--- config.mk ---
export PLATFORM = sky130hd
export DESIGN_NAME = multilevel_feedback_queue_scheduler_flat
export DESIGN_NICKNAME = d
export VERILOG_FILES = /design/src/rtl/core/mlfq_pkg.sv /design/src/rtl/core/mlfq_if.sv /design/src/rtl/core/multilevel_feedback_queue_scheduler.sv /design/src/flat_wrapper.sv
export SDC_FILE = /design/constraint.sdc
export NUM_CORES = 2
export LEC_CHECK = 0
export BUFFER_PORTS_ARGS = -buffer_cell sky130_fd_sc_hd__buf_2
export CORE_ASPECT_RATIO = 1.2
export CORE_UTILIZATION = 50
export CTS_CLUSTER_DIAMETER = 200
export DETAILED_ROUTE_END_ITERATION = 8
export PLACE_DENSITY_LB_ADDON = 0.05
export SETUP_SLACK_MARGIN = 0.5
export SYNTH_ARGS = -nofsm -noshare
export SYNTH_HDL_FRONTEND = slang
export SYNTH_MEMORY_MAX_BITS = 65536
export SYNTH_SLANG_ARGS = --single-unit
export TNS_END_PERCENT = 10
--- constraint.sdc ---
create_clock -name clk_i -period 8.3 [get_ports clk_i]
set_clock_uncertainty 0.2 [all_clocks]
set_input_delay 1.245 -clock clk_i [delete_from_list [all_inputs] [get_ports clk_i]]
set_output_delay 1.245 -clock clk_i [all_outputs]
set_load 0.02 [all_outputs]
--- src/rtl/core/mlfq_pkg.sv ---
`timescale 1ns / 1ps
// ----------------------------------------------------------------------------
// mlfq_pkg: shared types and constants of the feedback queue scheduler
// Widths, opcodes and status codes used by the channels and the core.
// ----------------------------------------------------------------------------
package mlfq_pkg;

  localparam int MaxTasks   = 64;
  localparam int NumLevels  = 5;
  localparam int ClockWidth = 32;
  localparam int TaskW      = 6;
  localparam int LevelW     = 3;
  localparam int CountW     = 7;
  localparam int QAddrW     = 9;   // level * 64 + position
  localparam logic [15:0] AgingReset = 16'd120;

  typedef enum logic [2:0] {
    OP_ADMIT  = 3'd0,
    OP_SETRUN = 3'd1,
    OP_SETBLK = 3'd2,
    OP_REMOVE = 3'd3,
    OP_PICK   = 3'd4,
    OP_REPORT = 3'd5,
    OP_BAD6   = 3'd6,
    OP_BAD7   = 3'd7
  } op_e;

  localparam logic [1:0] StOk      = 2'd0;
  localparam logic [1:0] StNone    = 2'd1;
  localparam logic [1:0] StInvalid = 2'd2;

  typedef struct packed {
    logic [2:0] opcode;
    logic [5:0] task_req;
    logic [4:0] ticks_used;
    logic       still_runnable;
  } req_t;

  typedef struct packed {
    logic [1:0] status;
    logic [5:0] chosen_task;
    logic [2:0] chosen_level;
    logic [4:0] slice_ticks;
  } rsp_t;

  // per-slot entry of the task table: current level and last service time
  typedef struct packed {
    logic [LevelW-1:0]     level;
    logic [ClockWidth-1:0] served;
  } slot_t;

  // 2^level, saturated at 31
  function automatic logic [4:0] slice_of(input logic [LevelW-1:0] lv);
    logic [4:0] s;
    s = 5'd31;
    if (lv < 3'd5) s = 5'(1 << lv);
    return s;
  endfunction

endpackage

--- src/rtl/core/mlfq_if.sv ---
`timescale 1ns / 1ps
// ----------------------------------------------------------------------------
// mlfq_req_if / mlfq_rsp_if: valid-ready channels of the scheduler
// A transfer happens on a rising edge with valid and ready both high.
// ----------------------------------------------------------------------------
interface mlfq_req_if;
  logic             valid;
  logic             ready;
  mlfq_pkg::req_t   data;
  modport source (output valid, output data, input ready);
  modport sink   (input valid, input data, output ready);
endinterface

interface mlfq_rsp_if;
  logic             valid;
  logic             ready;
  mlfq_pkg::rsp_t   data;
  modport source (output valid, output data, input ready);
  modport sink   (input valid, input data, output ready);
endinterface

--- src/rtl/core/multilevel_feedback_queue_scheduler.sv ---
`timescale 1ns / 1ps
// ----------------------------------------------------------------------------
// multilevel_feedback_queue_scheduler: five-level feedback queue scheduler
// Sequencer over one queue memory, one shared clock subtract/compare unit.
// ----------------------------------------------------------------------------
//  channel  | dir | transfer when   | payload
//  req      | in  | valid && ready  | opcode, task_req, ticks_used, still_runnable
//  rsp      | out | valid && ready  | status, chosen_task, chosen_level, slice_ticks
//  cfg      | in  | cfg_we_i        | aging_limit (16 bits)
//
//  Remove and report search and shift the queue in the single-port queue
//  memory; pick runs an aging pass over the slots, each promotion adding a
//  drop and push, then scans the queue entries level by level.
//  Reset is asynchronous; no clearing pass (queue entries past counts and
//  task table entries of invalid slots are never read). One item at a time;
//  the result register waits for rsp.ready.
// ----------------------------------------------------------------------------
module multilevel_feedback_queue_scheduler (
  input  logic                clk_i,
  input  logic                rst_ni,
  input  logic                cfg_we_i,
  input  logic [15:0]         cfg_wdata_i,
  mlfq_req_if.sink            req_i,
  mlfq_rsp_if.source          rsp_o
);
  import mlfq_pkg::*;

  localparam logic [4:0] S_IDLE  = 5'd0;
  localparam logic [4:0] S_DEC   = 5'd1;
  localparam logic [4:0] S_DFIND = 5'd2;  // drop: search
  localparam logic [4:0] S_DRD   = 5'd3;  // drop: read next
  localparam logic [4:0] S_DWR   = 5'd4;  // drop: write back shifted
  localparam logic [4:0] S_PUSH  = 5'd5;
  localparam logic [4:0] S_AGE   = 5'd6;
  localparam logic [4:0] S_SCAN  = 5'd7;
  localparam logic [4:0] S_SCHK  = 5'd8;
  localparam logic [4:0] S_DONE  = 5'd9;
  localparam logic [4:0] S_OUT   = 5'd10;
  localparam logic [4:0] S_FWAIT = 5'd11; // drop: read latency
  localparam logic [4:0] S_ACHK  = 5'd12; // aging: slot entry read back

  logic [4:0] state_q, state_d;

  // queue memory, single port, registered read
  logic [TaskW-1:0] qmem [0:NumLevels*MaxTasks-1];
  logic [QAddrW-1:0] qaddr;
  logic              qwe;
  logic [TaskW-1:0]  qwdata, qrd_q;
  always_ff @(posedge clk_i) begin
    if (qwe) qmem[qaddr] <= qwdata;
    qrd_q <= qmem[qaddr];
  end

  // task table (level, last service time), single port, registered read
  slot_t             tmem [0:MaxTasks-1];
  logic [TaskW-1:0]  taddr;
  logic              twe;
  slot_t             twdata, trd_q;
  always_ff @(posedge clk_i) begin
    if (twe) tmem[taddr] <= twdata;
    trd_q <= tmem[taddr];
  end

  logic [CountW-1:0]    cnt_q [NumLevels];
  logic [MaxTasks-1:0]  tval_q, trun_q;
  logic [ClockWidth-1:0] clk_cnt_q;
  logic [15:0]          aging_q;

  req_t                 req_q;
  rsp_t                 rsp_q;
  logic                 rsp_v_q;
  logic [TaskW:0]       idx_q;        // position / slot counter
  logic [LevelW-1:0]    lv_q;         // level being worked on
  logic [LevelW-1:0]    plv_q;        // push target level
  logic [TaskW-1:0]     tsk_q;        // task being moved
  logic                 pend_push_q;  // after drop, push
  logic                 aging_q_f;    // drop/push is part of aging

  wire [TaskW-1:0] t = req_q.task_req;
  wire [CountW-1:0] cur_cnt = cnt_q[lv_q];
  wire [TaskW-1:0] age_slot = idx_q[TaskW-1:0];

  // shared unit: waiting time compare
  logic [ClockWidth-1:0] wait_t;
  assign wait_t = clk_cnt_q - trd_q.served;
  wire aged = wait_t >= {{(ClockWidth-16){1'b0}}, aging_q};
  wire promote = tval_q[age_slot] && trun_q[age_slot] && trd_q.level != '0 && aged;

  // report: next level and advanced clock
  logic [LevelW-1:0]     rep_lv;
  logic [ClockWidth-1:0] rep_clk;
  always_comb begin
    rep_lv = trd_q.level;
    if (trd_q.level == '0 || req_q.ticks_used >= slice_of(trd_q.level))
      rep_lv = (trd_q.level < LevelW'(NumLevels-1)) ? trd_q.level + 3'd1 : trd_q.level;
  end
  assign rep_clk = clk_cnt_q + ClockWidth'(req_q.ticks_used);

  always_comb begin
    qaddr  = {lv_q, idx_q[TaskW-1:0]};
    qwe    = 1'b0;
    qwdata = qrd_q;
    unique case (state_q)
      S_DWR:  begin qaddr = {lv_q, 6'(idx_q - 7'd1)}; qwe = 1'b1; end
      S_PUSH: begin qaddr = {plv_q, cnt_q[plv_q][TaskW-1:0]}; qwe = 1'b1;
                    qwdata = tsk_q; end
      default: ;
    endcase
  end

  // task table port: prefetch on accept, update on admit/report/promotion
  always_comb begin
    taddr  = t;
    twe    = 1'b0;
    twdata = '{level: '0, served: clk_cnt_q};
    unique case (state_q)
      S_IDLE: taddr = req_i.data.task_req;
      S_DEC: begin
        if (op_e'(req_q.opcode) == OP_ADMIT && !tval_q[t]) twe = 1'b1;
        if (op_e'(req_q.opcode) == OP_REPORT && tval_q[t]) begin
          twe = 1'b1;
          twdata = '{level: rep_lv, served: rep_clk};
        end
      end
      S_AGE: taddr = age_slot;
      S_ACHK: begin
        taddr  = age_slot;
        twe    = promote;
        twdata = '{level: trd_q.level - 3'd1, served: clk_cnt_q};
      end
      default: ;
    endcase
  end

  assign req_i.ready = (state_q == S_IDLE) && !rsp_v_q;
  assign rsp_o.valid = rsp_v_q;
  assign rsp_o.data  = rsp_q;

  always_ff @(posedge clk_i or negedge rst_ni) begin
    if (!rst_ni) begin
      state_q   <= S_IDLE;
      cnt_q     <= '{default: '0};
      tval_q    <= '0;
      trun_q    <= '0;
      clk_cnt_q <= '0;
      aging_q   <= AgingReset;
      rsp_v_q   <= 1'b0;
      idx_q     <= '0;
      lv_q      <= '0;
      plv_q     <= '0;
      tsk_q     <= '0;
      pend_push_q <= 1'b0;
      aging_q_f <= 1'b0;
      req_q     <= '0;
      rsp_q     <= '0;
    end else begin
      if (cfg_we_i) aging_q <= cfg_wdata_i;
      if (rsp_o.valid && rsp_o.ready) rsp_v_q <= 1'b0;
      unique case (state_q)
        S_IDLE: if (req_i.valid && req_i.ready) begin
          req_q   <= req_i.data;
          rsp_q   <= '{status: StInvalid, default: '0};
          state_q <= S_DEC;
        end
        S_DEC: begin
          state_q <= S_DONE;
          idx_q   <= '0;
          aging_q_f <= 1'b0;
          unique case (op_e'(req_q.opcode))
            OP_ADMIT: if (!tval_q[t]) begin
              tval_q[t] <= 1'b1; trun_q[t] <= 1'b0;
              plv_q <= '0; tsk_q <= t; rsp_q.status <= StOk;
              state_q <= S_PUSH;
            end
            OP_SETRUN, OP_SETBLK: if (tval_q[t]) begin
              trun_q[t] <= (op_e'(req_q.opcode) == OP_SETRUN);
              rsp_q.status <= StOk;
            end
            OP_REMOVE: if (tval_q[t]) begin
              tval_q[t] <= 1'b0; trun_q[t] <= 1'b0;
              lv_q <= trd_q.level; tsk_q <= t; pend_push_q <= 1'b0;
              rsp_q.status <= StOk; state_q <= S_DFIND;
            end
            OP_REPORT: if (tval_q[t]) begin
              clk_cnt_q <= rep_clk;
              trun_q[t] <= req_q.still_runnable;
              lv_q <= trd_q.level; plv_q <= rep_lv; tsk_q <= t; pend_push_q <= 1'b1;
              rsp_q.status <= StOk; state_q <= S_DFIND;
            end
            OP_PICK: state_q <= S_AGE;
            default: ;
          endcase
        end
        // aging pass over slots: issue the slot read
        S_AGE: begin
          if (idx_q == 7'(MaxTasks)) begin
            idx_q <= '0; lv_q <= '0; state_q <= S_SCAN;
          end else state_q <= S_ACHK;
        end
        // aging pass: check the slot entry, promote one level
        S_ACHK: begin
          if (promote) begin
            lv_q <= trd_q.level; plv_q <= trd_q.level - 3'd1; tsk_q <= age_slot;
            pend_push_q <= 1'b1; aging_q_f <= 1'b1;
            idx_q <= '0; state_q <= S_DFIND;
          end else begin
            idx_q <= idx_q + 7'd1; state_q <= S_AGE;
          end
        end
        // drop: search position of tsk_q
        S_DFIND: begin
          if (idx_q >= cur_cnt) state_q <= pend_push_q ? S_PUSH : S_DONE;
          else state_q <= S_FWAIT;
        end
        S_FWAIT: begin
          if (qrd_q == tsk_q) begin
            idx_q <= idx_q + 7'd1; state_q <= S_DRD;
          end else begin
            idx_q <= idx_q + 7'd1; state_q <= S_DFIND;
          end
        end
        // shift: read idx, write at idx-1
        S_DRD: begin
          if (idx_q >= cur_cnt) begin
            cnt_q[lv_q] <= cur_cnt - 7'd1;
            state_q <= pend_push_q ? S_PUSH : S_DONE;
          end else state_q <= S_DWR;
        end
        S_DWR: begin
          idx_q <= idx_q + 7'd1; state_q <= S_DRD;
        end
        S_PUSH: begin
          cnt_q[plv_q] <= cnt_q[plv_q] + 7'd1;
          if (aging_q_f) begin
            aging_q_f <= 1'b0;
            idx_q <= 7'(tsk_q) + 7'd1; state_q <= S_AGE;
          end else state_q <= S_DONE;
        end
        // pick scan: lowest level, queue order
        S_SCAN: begin
          if (lv_q == LevelW'(NumLevels)) begin
            rsp_q.status <= StNone; state_q <= S_DONE;
          end else if (idx_q >= cur_cnt) begin
            idx_q <= '0; lv_q <= lv_q + 3'd1;
          end else state_q <= S_SCHK;
        end
        S_SCHK: begin
          if (trun_q[qrd_q]) begin
            rsp_q <= '{status: StOk, chosen_task: qrd_q, chosen_level: lv_q,
                       slice_ticks: slice_of(lv_q)};
            state_q <= S_DONE;
          end else begin
            idx_q <= idx_q + 7'd1; state_q <= S_SCAN;
          end
        end
        S_DONE: begin rsp_v_q <= 1'b1; state_q <= S_OUT; end
        S_OUT: if (!rsp_v_q || (rsp_o.valid && rsp_o.ready)) state_q <= S_IDLE;
        default: state_q <= S_IDLE;
      endcase
    end
  end

endmodule

--- src/flat_wrapper.sv ---
// flat-port wrapper written by rule: the top's interface ports become plain ports
module multilevel_feedback_queue_scheduler_flat import mlfq_pkg::*;
  (clk_i, rst_ni, cfg_we_i, cfg_wdata_i, req_i_valid, req_i_data, req_i_ready, rsp_o_valid, rsp_o_data, rsp_o_ready);
  mlfq_req_if req_i_i ();
  mlfq_rsp_if rsp_o_i ();
  input  logic clk_i;
  input  logic rst_ni;
  input  logic cfg_we_i;
  input  logic [15:0] cfg_wdata_i;
  input wire logic [$bits(req_i_i.valid)-1:0] req_i_valid;
  input wire logic [$bits(req_i_i.data)-1:0] req_i_data;
  output wire logic [$bits(req_i_i.ready)-1:0] req_i_ready;
  output wire logic [$bits(rsp_o_i.valid)-1:0] rsp_o_valid;
  output wire logic [$bits(rsp_o_i.data)-1:0] rsp_o_data;
  input wire logic [$bits(rsp_o_i.ready)-1:0] rsp_o_ready;
  assign req_i_i.valid = req_i_valid;
  assign req_i_i.data = req_i_data;
  assign req_i_ready = req_i_i.ready;
  assign rsp_o_valid = rsp_o_i.valid;
  assign rsp_o_data = rsp_o_i.data;
  assign rsp_o_i.ready = rsp_o_ready;
  multilevel_feedback_queue_scheduler u_core (.clk_i(clk_i), .rst_ni(rst_ni), .cfg_we_i(cfg_we_i), .cfg_wdata_i(cfg_wdata_i), .req_i(req_i_i), .rsp_o(rsp_o_i));
endmodule
# Word-level counts from Yosys, hierarchy flattened
# Memories as Yosys holds them, arrays and structs flattened. A register that Yosys moved wholly into a read port is not among the register bits.
# Cells that the tools add are included.
[totals]
register_bits = 269
latch_bits = 0
output_inout_bits = 18
wordCells = 263
rom_bits = 0
input_bits = 36
ram_bits = 4160
n_memories = 2
[op_classes]
div = 0
magnitude_cmp = 14
multipliers = 0
add_sub_neg = 10
n_bitwise = 6
n_eq_ne = 47
n_shift = 2
reduce_logical = 50
muxes = 107
[mem_list]
columns = ["name", "words", "width", "rd", "rd_clocked_by_memory_dff", "write_ports", "line", "text"]
rows = [
  ["u_core.tmem", 64, 35, 1, 1, 1, "multilevel_feedback_queue_scheduler.sv:55", "slot_t tmem [0:MaxTasks-1];"],
  ["u_core.qmem", 320, 6, 1, 1, 1, "multilevel_feedback_queue_scheduler.sv:45", "logic [TaskW-1:0] qmem [0:NumLevels*MaxTasks-1];"],
]
[op_table]
columns = ["cell", "count"]
rows = [
  ["$mux W64", 6],
  ["$pmux W64 S4", 1],
  ["$pmux W35 S2", 2],
  ["$and A64 B64 Y64", 2],
  ["$bwmux W64", 2],
  ["$pmux W64 S2", 1],
  ["$mux W7", 12],
  ["$bwmux W35", 2],
  ["$mux W35", 2],
  ["$pmux W5 S13", 1],
  ["$not A64 Y64", 1],
  ["$or A64 B64 Y64", 1],
  ["$pmux W7 S7", 1],
  ["$bmux W7 S3", 2],
  ["$demux W7 S3", 2],
  ["$mux W5", 8],
  ["$mux W3", 12],
  ["$pmux W6 S2", 3],
  ["$add A32 B5 Y32", 1],
  ["$ge A32 B16 Y1", 1],
  ["$mux W16", 2],
  ["$sub A32 B32 Y32", 1],
  ["$pmux W14 S2", 1],
  ["$eq A5 B4 Y1 const B", 5],
  ["58 further kinds", 164],
]

# Longest topological paths before layout
[depth]
word_depth = 9
ltp_mapped = 23
ltp_nobuf = 21

# Worst setup path before layout
# OpenSTA, ideal clock, no wires.
[synth_path]
path_type = "reg-to-reg"
start = "register u_core.state_q[1]"
end = "memory u_core.qmem[0][0] (data pin)"
arrival_time_ns = 5.597
synth_period_minus_slack_ns = 6.775
slack_ns = 1.525
t_required_ns = 7.122
path_stages_with_launch = 9
path_buffers = 5
setup_time_ns = 0.978
cell_sequence = "dfrtp_1 -> buf_2 -> and4bb_2 -> buf_2 -> buf_2 -> buf_1 -> buf_1 -> nand2_1 -> nand2_1"
[synth_between]
elab_chain_cells = 2
[synth_rtl]
columns = ["item", "line", "text"]
rows = [
  ["start, declared", "multilevel_feedback_queue_scheduler.sv:42", "logic [4:0] state_q, state_d;"],
  ["start signal, assigned", "multilevel_feedback_queue_scheduler.sv:212", "if (idx_q >= cur_cnt) state_q <= pend_push_q ? S_PUSH : S_DONE;"],
  ["start signal, assigned", "multilevel_feedback_queue_scheduler.sv:226", "state_q <= pend_push_q ? S_PUSH : S_DONE;"],
  ["$eq A5 B3 Y1", "multilevel_feedback_queue_scheduler.sv:103", "unique case (state_q)"],
  ["$mux W6", "multilevel_feedback_queue_scheduler.sv:103", ""],
  ["net u_core.qwdata[0]", "multilevel_feedback_queue_scheduler.sv:48", "logic [TaskW-1:0] qwdata, qrd_q;"],
  ["end, declared", "multilevel_feedback_queue_scheduler.sv:45", ""],
]
# The timed path passes the listed nets, and every way through them passes these cells.

# Worst setup path in the final report
[layout_path]
start = "register u_core.clk_cnt_q[0]"
end = "memory u_core.tmem[37][17] (netlist bit), enable pin"
[layout_between]
elab_chain_cells = 6
[layout_rtl]
columns = ["item", "line", "text"]
rows = [
  ["start, declared", "multilevel_feedback_queue_scheduler.sv:66", "logic [ClockWidth-1:0] clk_cnt_q;"],
  ["start signal, assigned", "multilevel_feedback_queue_scheduler.sv:185", "clk_cnt_q <= rep_clk;"],
  ["$sub A32 B32 Y32", "multilevel_feedback_queue_scheduler.sv:85", "assign wait_t = clk_cnt_q - trd_q.served;"],
  ["$ge A32 B16 Y1", "multilevel_feedback_queue_scheduler.sv:86", "wire aged = wait_t >= {{(ClockWidth-16){1'b0}}, aging_q};"],
  ["$logic_and A1 B1 Y1", "multilevel_feedback_queue_scheduler.sv:87", "wire promote = tval_q[age_slot] && trun_q[age_slot] && trd_q.level != '0 && aged;"],
  ["$pmux W1 S2", "multilevel_feedback_queue_scheduler.sv:116", "unique case (state_q)"],
  ["$mux W1", "multilevel_feedback_queue_scheduler.sv:60", "if (twe) tmem[taddr] <= twdata;"],
  ["$mux W1 (not written as such)", "multilevel_feedback_queue_scheduler.sv:60", ""],
  ["end, declared", "multilevel_feedback_queue_scheduler.sv:55", ""],
]
# Every way passes these cells.

==> impl_metrics.yaml <==
critical_path:
  rr_worst_depth: 22
  start_kind: "flip-flop"
  path_class: "reg -> reg"
  rr_startpoint: "u_core.clk_cnt_q[0]"
  r2r_end: "u_core.tmem[37][17]"
  cp_max_fo: 19
  critical_path.endpoint_type: "flip-flop"
  crit_required_ps: 8780
  cp.arrival_ps: 7250
  reg2reg_slack_ps: 1530
detailed_routing:
  route.detailed.drc: 0
  routed_wl_um: 618000
  ant_nets: 0
  vias: 116000
  drt_iter0_markers: 15300
  first_pass_iters: 6
  via_per_inst: 6.60
  drt-wirelength-per-cell_um: 35.3
cells_and_area:
  final_nets: 12500
  final_core_util_pct: 56.4
  stdcell_area_um2: 201000
  drive_above_1_share_pct: 12.1
  area_growth_syn_to_layout_pct: 12.3
  final_common_cell: "edfxtp_1"
  fillCellCount: 28300
  final_cell_mix: "edfxtp_1 (4160), nand2_1 (1683), a22oi_1 (646)"
floorplan:
  coreArea_um2: 356000
  rows: 240
  io_pins: 54
  dieArea_um2: 360000
  fp.dieH_um: 657
  chipWidth_um: 548
  initial_core_util_pct: 50.2
yosys:
  seq_area_frac_synth_pct: 74.1
  yosys_warnings: 0
  ys.flop_type: "edfxtp_1"
  postSynthNetCount: 12400
  synth_cell_type_count: 106
  async_flop_share_pct: 6.00
  avgSynthCellArea_um2: 14.5
  synth_cells: 12300
  synth_edf_count: 4160
  synthesis.area_um2: 179000
  ys_ff_latch: 4469
clocking:
  h-tree-depth: 5
  clk_path_buf_depth: 4
  cts.repair.resized: 0
  cts.clk_slew.worst_paths_ps: 60
  cts_hold_buffers: 0
  clk_latency_ps: 1030
  clock_sinks: 4469
  cts_setup_buffers: 0
  root_buffer: "clkbuf_16"
  cts_buffers: 442
  tritoncts: "done"
timing:
  min_period_ps: 6770
  hold_viol: 0
  tightest_slew_ps: 1440
  slew_headroom_pct: 3.25
  finalSetupViolations: 0
  holdWs_ps: 114
  slew_violations: 0
  period_share_pct: 81.5
  rsz0062_at_grt: "no"
  fin_tns_setup_ps: 0
  max_freq_mhz: 148
power_and_ir_drop:
  p_per_area_nw_per_um2: 394
  leakage_nw: 66.1
  irDropWorstVdd_v: 0.000321
  totalPowerFinal_mw: 79.0
global_routing:
  grt-ovfl-total: 0
  antenna_found_initial: 34
  grtUsageTotal_pct: 33.8
  grt_pass1_vias: 111000
  grt_max_degree: 164
  grt_pass1_wl_um: 864000
placed_design:
  dpl_cell_area_um2: 186000
  finalWeightedCongestion: 0.927
  port_buffers: 53
  hpwlAfterDp_um: 382000
hold_path:
  hold_path_class: "in -> async"
status:
  outcome: "completed"
job:
  drv_cap: 0
==> where the power goes <==
group,internal [mW],switching (mW),leakage [nW]
combinational,8.22,23.1,17.8
clock,11.3,8.74,6.99
sequential,27.1,0.595,41.3
total,46.5,32.4,66.1
==> worst max-delay path, stage by stage (launching register included) <==
cell	delay, ps
dfrtp_1	380
inv_1	60
ha_1	220
fa_1	400
nand2b_1	180
a21oi_1	310
o2111ai_1	340
nand2_1	200
xor2_1	170
ha_1	270
a21oi_1	130
o22ai_1	100
nor4_1	210
o2111ai_1	160
or4_1	520
nor4_1	280
nand4_1	150
nand4b_1	290
a21oi_2	170
buf_4	270
nand2b_1	730
nor2_4	310
buf_4	350
==> worst max-delay path by stage <==
stage               cells past startpoint             endpoint           startpoint  slack [ps]
floorplan                               8    u_core.qmem[0][0]    u_core.state_q[1]        1520
global placement                       22  u_core.tmem[37][26]  u_core.clk_cnt_q[0]        1290
detailed placement                     22  u_core.tmem[37][25]  u_core.clk_cnt_q[0]        1620
CTS                                    22  u_core.tmem[37][25]  u_core.clk_cnt_q[0]        1520
global route                           22  u_core.tmem[37][25]  u_core.clk_cnt_q[0]        1100
finish                                 22  u_core.tmem[37][17]  u_core.clk_cnt_q[0]        1530
==> registers in the layout, indices dropped and copies added, names as in the netlist, 7 cells and up, named ones only <==
signal and count:
u_core.trun_q 64, u_core.clk_cnt_q 32, u_core.qmem 1920, u_core.trd_q 35, u_core.tmem 2240, u_core.aging_q 16
u_core.req_q 9, u_core.idx_q 7, u_core.cnt_q 35, u_core.rsp_o.data 16
==> routing by layer <==
metal | global-route usage (%) | routed length [um]
met3 | 5.30 | 51700
met2 | 54.8 | 295000
met5 | 0 | 66
met4 | 19.5 | 41800
met1 | 43.4 | 229000
==> cell families (layout without fill, tap and decap cells) <==
group | Yosys count | in the layout | share of synthesized area (%)
mux | 264 | 264 | 1.91
flops | 4469 | 4469 | 74.1
compound gates | 2813 | 2813 | 11.5
other cells | 0 | 22 | 0
fa+ha+maj | 78 | 78 | 0.555
simple gates | 3541 | 3541 | 8.71
buf+inv | 1067 | 1515 | 2.67
xor+xnor | 99 | 99 | 0.485
==> through the flow <==
stage / setup WS [ps] / instances
6_report: 1530 / 17500
5_1_grt: 1100 / 17500
4_1_cts: 1520 / 17500
3_5_place_dp: 1620 / 16700
3_3_place_gp: 1290 / 16700
2_1_floorplan: 1520 / 12300
==> Yosys cell counts, drive strengths merged (48+ instances only) <==
library cell,number,area [um2]
o221ai,171,1500
a22o,255,2230
a31oi,430,2710
nor2,644,2430
o22ai,101,638
clkbuf,381,1430
mux4,49,1100
nand3,619,3100
a32oi,48,420
and3,138,863
nor4,73,463
nand2,1700,6380
mux2i,104,1050
mux2,111,1250
a221oi,267,2380
nand4,117,738
xnor2,71,622
edfxtp,4160,125000
nor3,101,516
a22oi,647,4860
a311oi,104,911
o21ai,193,970
dfrtp,264,6610
inv,190,713
ha,76,951
a211oi,58,445
buf,494,2620
a21oi,302,1530
==> final cells by class <==
class | count | area, um2 | share of cell area (%)
clock buffers | 557 | 11800 | 5.88
flip-flops and latches | 4469 | 132000 | 66.0
multi-input cells | 6795 | 42900 | 21.4
diodes | 22 | 55.1 | 0.0274
repair buffers | 494 | 4310 | 2.15
inverters | 192 | 721 | 0.359
clock inverters | 272 | 2490 | 1.24
well taps | 4719 | 5900 | 2.94
No activity file was read; power rests on OpenSTA's default activity.
